File: config.mk
export PLATFORM = sky130hd
export DESIGN_NAME = esit_sq
export DESIGN_NICKNAME = d
export VERILOG_FILES = /design/src/rtl/core/epipolar_sampson_inlier_test_core_assert.svh /design/src/rtl/core/esit_pkg.sv /design/src/rtl/core/esit_sq.sv
export SDC_FILE = /design/constraint.sdc
export NUM_CORES = 2
export LEC_CHECK = 0
export CAP_MARGIN = 40
export CORE_MARGIN = 4
export CORE_UTILIZATION = 25
export DETAILED_ROUTE_END_ITERATION = 10
export DONT_BUFFER_PORTS = 1
export MAX_ROUTING_LAYER = met4
export PLACE_DENSITY = 0.35
export SYNTH_ARGS = -nofsm -noshare
export SYNTH_HDL_FRONTEND = slang
export SYNTH_SLANG_ARGS = --single-unit
File: constraint.sdc
create_clock -name clk -period 11 [get_ports clk]
set_clock_uncertainty 0.15 [all_clocks]
set_input_delay 0.55 -clock clk [delete_from_list [all_inputs] [get_ports clk]]
set_output_delay 0.55 -clock clk [all_outputs]
set_load 0.005 [all_outputs]
File: src/rtl/core/epipolar_sampson_inlier_test_core_assert.svh
// Assertion macros used by the Sampson inlier test core top level.
// Included by that module, which checks its own pipeline behavior.
`ifndef EPIPOLAR_SAMPSON_INLIER_TEST_CORE_ASSERT_SVH
`define EPIPOLAR_SAMPSON_INLIER_TEST_CORE_ASSERT_SVH
`ifndef SYNTHESIS
`define ESIT_ASSERT(lbl, clk, rst_n, prop, msg) \
  lbl: assert property (@(posedge clk) disable iff (!rst_n) prop) \
    else $error(msg);
`define ESIT_ASSERT_NEXT(lbl, clk, rst_n, pre, post, msg) \
  lbl: assert property (@(posedge clk) disable iff (!rst_n) (pre) |=> (post)) \
    else $error(msg);
`else
`define ESIT_ASSERT(lbl, clk, rst_n, prop, msg)
`define ESIT_ASSERT_NEXT(lbl, clk, rst_n, pre, post, msg)
`endif
`endif

File: src/rtl/core/esit_pkg.sv
// Shared constants and types of the Sampson inlier test core.
// No dependencies; used by esit_sq, the top level and the testbench.
`timescale 1ns / 1ps

package esit_pkg;

  localparam int COORD_WIDTH_DEF = 16;
  localparam int COEF_WIDTH_DEF  = 18;
  localparam int THR_W           = 32;
  localparam int THR_FRAC        = 24;
  localparam int TAG_W           = 16;
  localparam int CFG_AW          = 2;
  localparam int OUT_DW          = ((1 + TAG_W + 7) / 8) * 8;

  typedef enum logic [CFG_AW-1:0] {
    CFG_F_TOP     = 2'd0,
    CFG_F_MIDDLE  = 2'd1,
    CFG_F_BOTTOM  = 2'd2,
    CFG_THRESHOLD = 2'd3
  } cfg_reg_t;

  typedef struct packed {
    logic ce_part;
    logic ce_sum;
  } sq_ctl_t;

endpackage

File: src/rtl/core/esit_sq.sv
// Two-stage pipelined squarer for an unsigned magnitude, split into halves.
// Depends on esit_pkg for the stage enable struct.
`timescale 1ns / 1ps

module esit_sq #(
  parameter int W = 36
) (
  input  logic                      clk,
  input  esit_pkg::sq_ctl_t         ctl,
  input  logic [W-1:0]              mag,
  output logic [4*((W+1)/2)-1:0]    sq
);
  import esit_pkg::*;

  localparam int H = (W + 1) / 2;

  logic [2*H-1:0] mp;
  logic [H-1:0]   lo;
  logic [H-1:0]   hi;
  logic [2*H-1:0] ll_nxt, lh_nxt, hh_nxt;
  logic [2*H-1:0] ll_r, lh_r, hh_r;
  logic [4*H-1:0] sq_nxt, sq_r;

  always_comb begin
    mp     = (2*H)'(mag);
    lo     = mp[H-1:0];
    hi     = mp[2*H-1:H];
    ll_nxt = (2*H)'(lo) * (2*H)'(lo);
    lh_nxt = (2*H)'(lo) * (2*H)'(hi);
    hh_nxt = (2*H)'(hi) * (2*H)'(hi);
    // cross term appears twice in the square
    sq_nxt = (4*H)'(ll_r) + ((4*H)'(lh_r) << (H + 1)) + ((4*H)'(hh_r) << (2 * H));
  end

  always_ff @(posedge clk) begin
    if (ctl.ce_part) begin
      ll_r <= ll_nxt;
      lh_r <= lh_nxt;
      hh_r <= hh_nxt;
    end
    if (ctl.ce_sum) begin
      sq_r <= sq_nxt;
    end
  end

  assign sq = sq_r;

endmodule

-- Word-level counts from Yosys, hierarchy flattened
Index checks and enable logic that the tools add are counted.
- input bits: 39
- word-level logic and storage cells: 9
- flip-flop bits (word level): 180
- output and inout port bits: 72
- multiply operators: 3
- add/subtract/negate cells: 2
- operator list (operator ; count):
    18-bit by 18-bit multiplier with 36-bit output ; 3
    56-bit by 72-bit adder with 72-bit output ; 1
    36-bit by 55-bit adder with 56-bit output ; 1

-- Longest topological paths before layout
- depth after elaboration: 2
- gate-level depth with buffers: 26
- mapped depth without buffers: 24

-- Least setup slack after synthesis
OpenSTA, ideal clock, no wires.
- path type: input to register
- start point: input port mag[3]
- end point: register ll_r[34] (data pin)
- path slack: 4.386 ns
- stages: 24
- arrival: 6.202 ns
- library setup time: 0.262 ns
- path through: clkbuf_1 -> clkbuf_1 -> nand2_1 -> fa_1 -> inv_1 -> fa_1 -> inv_1 -> fa_1 -> fa_1 -> inv_1 -> fa_1 -> inv_1 -> fa_1 -> inv_1 -> ha_1 -> nand2_1 -> nor3_1 -> nor3b_1 -> or3_1 -> o2111ai_1 -> nand3b_1 -> a21oi_1 -> o21ai_1 -> xor2_1
- longest elaborated chain between the ends: 1
- RTL lines (item ; RTL line ; source):
    from (decl) ; esit_sq.sv:10 ; input logic [W-1:0] mag,
    18-bit by 18-bit multiplier with 36-bit output ; esit_sq.sv:28 ; ll_nxt = (2*H)'(lo) * (2*H)'(lo);
    net ll_nxt[34] ; esit_sq.sv:20 ; logic [2*H-1:0] ll_nxt, lh_nxt, hh_nxt;
    to (signal assigned) ; esit_sq.sv:37 ; ll_r <= ll_nxt;
    to (decl) ; esit_sq.sv:21 ; logic [2*H-1:0] ll_r, lh_r, hh_r;
The timed path passes the listed nets, and every way through them passes these cells.
A chain may end at the register's enable or synchronous reset.

-- Worst setup path after layout
- start point: input port mag[2]
- end point: register ll_r[35] (data pin)
Same word-level chain as after synthesis.

==> run summary <==
The flow ran to the end, and the final reports show no timing, DRC or antenna violations. The source-to-sink clock delay at the later pin of the worst-skew pair is 510 ps, and the placement row count is 139. TritonCTS built the clock tree. Once routing completed, OpenROAD measured the worst setup slack at 4370 ps. The count of final setup violators was 0; the post-route setup TNS was 0 ps.

The logs give 2 for the worst-case clock buffer depth and 3,772 for the instance count of the mapped netlist. The remaining global-route overflow is 0, and the wire length of the first global-routing pass is 167,000 um. The starting density of the core was 0.251. From synthesis to final layout, the design area changed by 7.28%. Startpoint of the lowest-slack hold path: mag[0]. The floorplan step set the die width to 388 um. The run gives 0.453 as the worst slew margin relative to its limit. The met3 track utilization from global routing was 0.0176. CTS placed an instance of sky130_fd_sc_hd__clkbuf_16 at the clock tree root.

The fraction of final layout cells sized beyond drive strength 1 is 0.0152, and the arrival time reported for the critical path endpoint is 6770 ps. The share of synthesized registers carrying an async set or reset is 0. The final layout contains routed wiring with a total length of 106,000 um.

The largest individual stage delay along the critical path comes from the cell sky130_fd_sc_hd__fa_1. Pin placement for this block handled 111 I/O pins. The finished cells cover 0.0387 mm2. For the net count of the finished layout, the log shows 4,764. The tools report the number of distinct library cells after synthesis as 74.

The congestion estimate from routability-driven global placement came to 0.772. The tools report the startpoint type of the worst setup path as an input pin. The run gives 0.147 as the post-synthesis sequential area ratio. The core region is 0.143 mm2. Via count of the first global-routing pass: 26,500. Share of the clock period used by the worst path: 0.603. Count of hold-fix buffers inserted at cts: 9. The die height is 388 um, and the via count is 23,700.

By area the synthesized netlist is led by sky130_fd_sc_hd__fa_1, sky130_fd_sc_hd__edfxtp_1, sky130_fd_sc_hd__ha_1. The tools report the post-place instance area as 0.0379 mm2. The remaining routing DRC violations is 0, and the largest net degree at the start of global routing is 84. Summing every instance area after synthesis gives 0.0361 mm2. For this run, the top clock speed supported by timing is 151 MHz. The layer flagged by global routing as most heavily used is met2.

Cell seen most often among critical-path stages: sky130_fd_sc_hd__fa_1. The worst register-to-register path has a depth of 10. The number of pins with negative max-slew slack in the final report came out at 0. The total of cells resized after clock tree synthesis was 0; the largest fanout on the critical path was 34. The most used flip-flop cell after synthesis is sky130_fd_sc_hd__edfxtp_1. In this run the critical register-to-register path is captured at sq[68]. Timing analysis after detailed placement gives a worst setup slack of 3640 ps. The met2 global-route usage came out at 0.228. The clock slew at the register clock pins of the worst setup and hold paths was 90 ps; the number of antenna violations at the first check in global routing was 6. The met1 demand-to-capacity share in global routing was 0.219. The clock net in this run drives a total of 177 sinks. The end point of the most critical hold path was ll_r[2]. For the worst setup path, the data required time is 11,140 ps. Instance count along the most critical hold path: 1. Dividing the detail-routed wire length by the instance count gives 18.9 um. The pre-antenna-repair detailed-routing pass consisted of 5 iterations. The final critical delay including setup and external delays is 6630 ps. The critical path in this run is classified as input pin to register.

The number of synthesis warnings was 0; the post-CTS repair timing setup buffer count was 0. The number of clock buffers added by TritonCTS is 17. The signal on the critical path passes through inv_1, nor2_1, fa_1, inv_1, fa_1, inv_1, fa_1, fa_1, fa_1, inv_1, fa_1, inv_1, ha_1, a21oi_2, o21ai_1, a21oi_1, nor3b_1, a211o_1, o2111ai_1, nand3b_1, a211o_1, a2111oi_0.

The average size of a mapped cell works out to 9.56 um2. The initial detailed-routing violation count is 1,245, and the count of endpoints failing hold in the final timing report is 0. sky130_fd_sc_hd__fa_1 takes more of the synthesized area than any other cell. When the netlist entered floorplanning its net count stood at 4,871. Register-to-register path setup slack: 6880 ps. Detailed placement ended at an HPWL of 79,000 um. The highest cell delay on the worst timing path works out to 610 ps. In this run the tool buffered the top-level ports with 0 buffer cells. The die covers 0.150 mm2.

Setup repair after global routing left no endpoint under its margin. STA classifies the critical path endpoint as a register. The worst register-to-register path begins at ll_r[35]. For the pin with the worst max-slew slack, the measured transition is 799 ps. The aggregate global-route resource usage was 0.150; the remaining antenna violation count was 0. Number of flip-flops and latches in the synthesized netlist: 177. In this run the worst hold path is classified as input pin to register. The run gives 0 as the number of max-capacitance violations reported. The run gives 0.270 as the core occupancy in the finished layout. After detailed routing, the number of vias per cell comes to 4.25. The H-tree was split into 4 levels. Yosys mapped a number of flops with a built-in enable equal to 177.

The area share of the largest cell type after synthesis was 0.384.
## sequential cells by signal, summed over array words and instances, names as in the netlist
signal	flops
hh_r	35
lh_r	36
ll_r	35
sq	71
## synthesized netlist by cell type (all sizes together), types with 8 or more instances
library cell	count
inv	956
fa	692
nand2	432
ha	368
and2	248
edfxtp	177
clkbuf	133
a21oi	102
xnor2	100
nor2	93
o21ai	72
a21o	68
xor2	54
nor2b	28
nand4	23
nand3	21
nor3	20
a31oi	17
o21bai	17
nand2b	16
o211ai	15
a211oi	13
and3	13
or2	12
o21a	8
## metrics by stage
stage / cells / hold slack [ps]
floorplan: 3772 / 250
global placement: 5539 / 251
detailed placement: 5539 / 255
CTS: 5580 / 0.0138
global route: 5584 / 8.34
finish: 5585 / 70.2
## critical path, delay by kind of cell
| family | cells | cell delay, ps |
|---|---|---|
| adders and majority gates | 7 | 3390 |
| AOI/OAI and AO/OA | 7 | 1710 |
| buffers and inverters | 5 | 640 |
| and+or+nand+nor | 3 | 460 |
## placed cells by master (no fill, tap or decap), types with 18 or more instances in the layout
master	count
sky130_fd_sc_hd__a21o_1	68
sky130_fd_sc_hd__a21oi_1	100
sky130_fd_sc_hd__and2_1	248
sky130_fd_sc_hd__edfxtp_1	177
sky130_fd_sc_hd__fa_1	692
sky130_fd_sc_hd__ha_1	368
sky130_fd_sc_hd__inv_1	956
sky130_fd_sc_hd__nand2_1	432
sky130_fd_sc_hd__nand3_1	21
sky130_fd_sc_hd__nand4_1	23
sky130_fd_sc_hd__nor2_1	93
sky130_fd_sc_hd__nor2b_1	28
sky130_fd_sc_hd__nor3_1	18
sky130_fd_sc_hd__o21ai_0	49
sky130_fd_sc_hd__o21ai_1	23
sky130_fd_sc_hd__xnor2_1	100
sky130_fd_sc_hd__xor2_1	54
## cell type report
class,count,area [um2]
inverters,956,3590
well taps,1903,2380
clock inverters,14,204
flip-flops and latches,177,5320
clock buffers,18,429
multi-input cells,2502,26600
repair buffers,11,123
diodes,4,10.0
fillers,15300,105000
## routing by layer
metal	up-vias	wire (um)
met5	-	0
met1	12100	55200
li1	11200	-
met2	296	46500
met4	0	828
met3	35	3200
## cell families after synthesis
| family | after synthesis | synth area share |
|---|---|---|
| AOI/OAI and AO/OA | 356 | 0.0643 |
| xor gates and xnor gates | 154 | 0.0374 |
| buffers and inverters | 1093 | 0.114 |
| other | 1 | 0.000104 |
| muxes | 4 | 0.00118 |
| and+or+nand+nor | 927 | 0.124 |
| DFF | 177 | 0.147 |
| adders and majority gates | 1060 | 0.512 |
## worst max path at each step
stage                          end  cells after the start   start  slack, ps
final                     ll_r[35]                     22  mag[2]       4370
after global routing      ll_r[35]                     22  mag[2]       4080
after CTS                 ll_r[33]                     19  mag[2]       4210
after detailed placement  ll_r[33]                     19  mag[2]       3640
after global placement    ll_r[33]                     19  mag[2]       3680
after floorplan           ll_r[34]                     24  mag[3]       4390
Power is not shown: default switching activity piles up to over one toggle a cycle in this logic, so the estimate is an artifact.
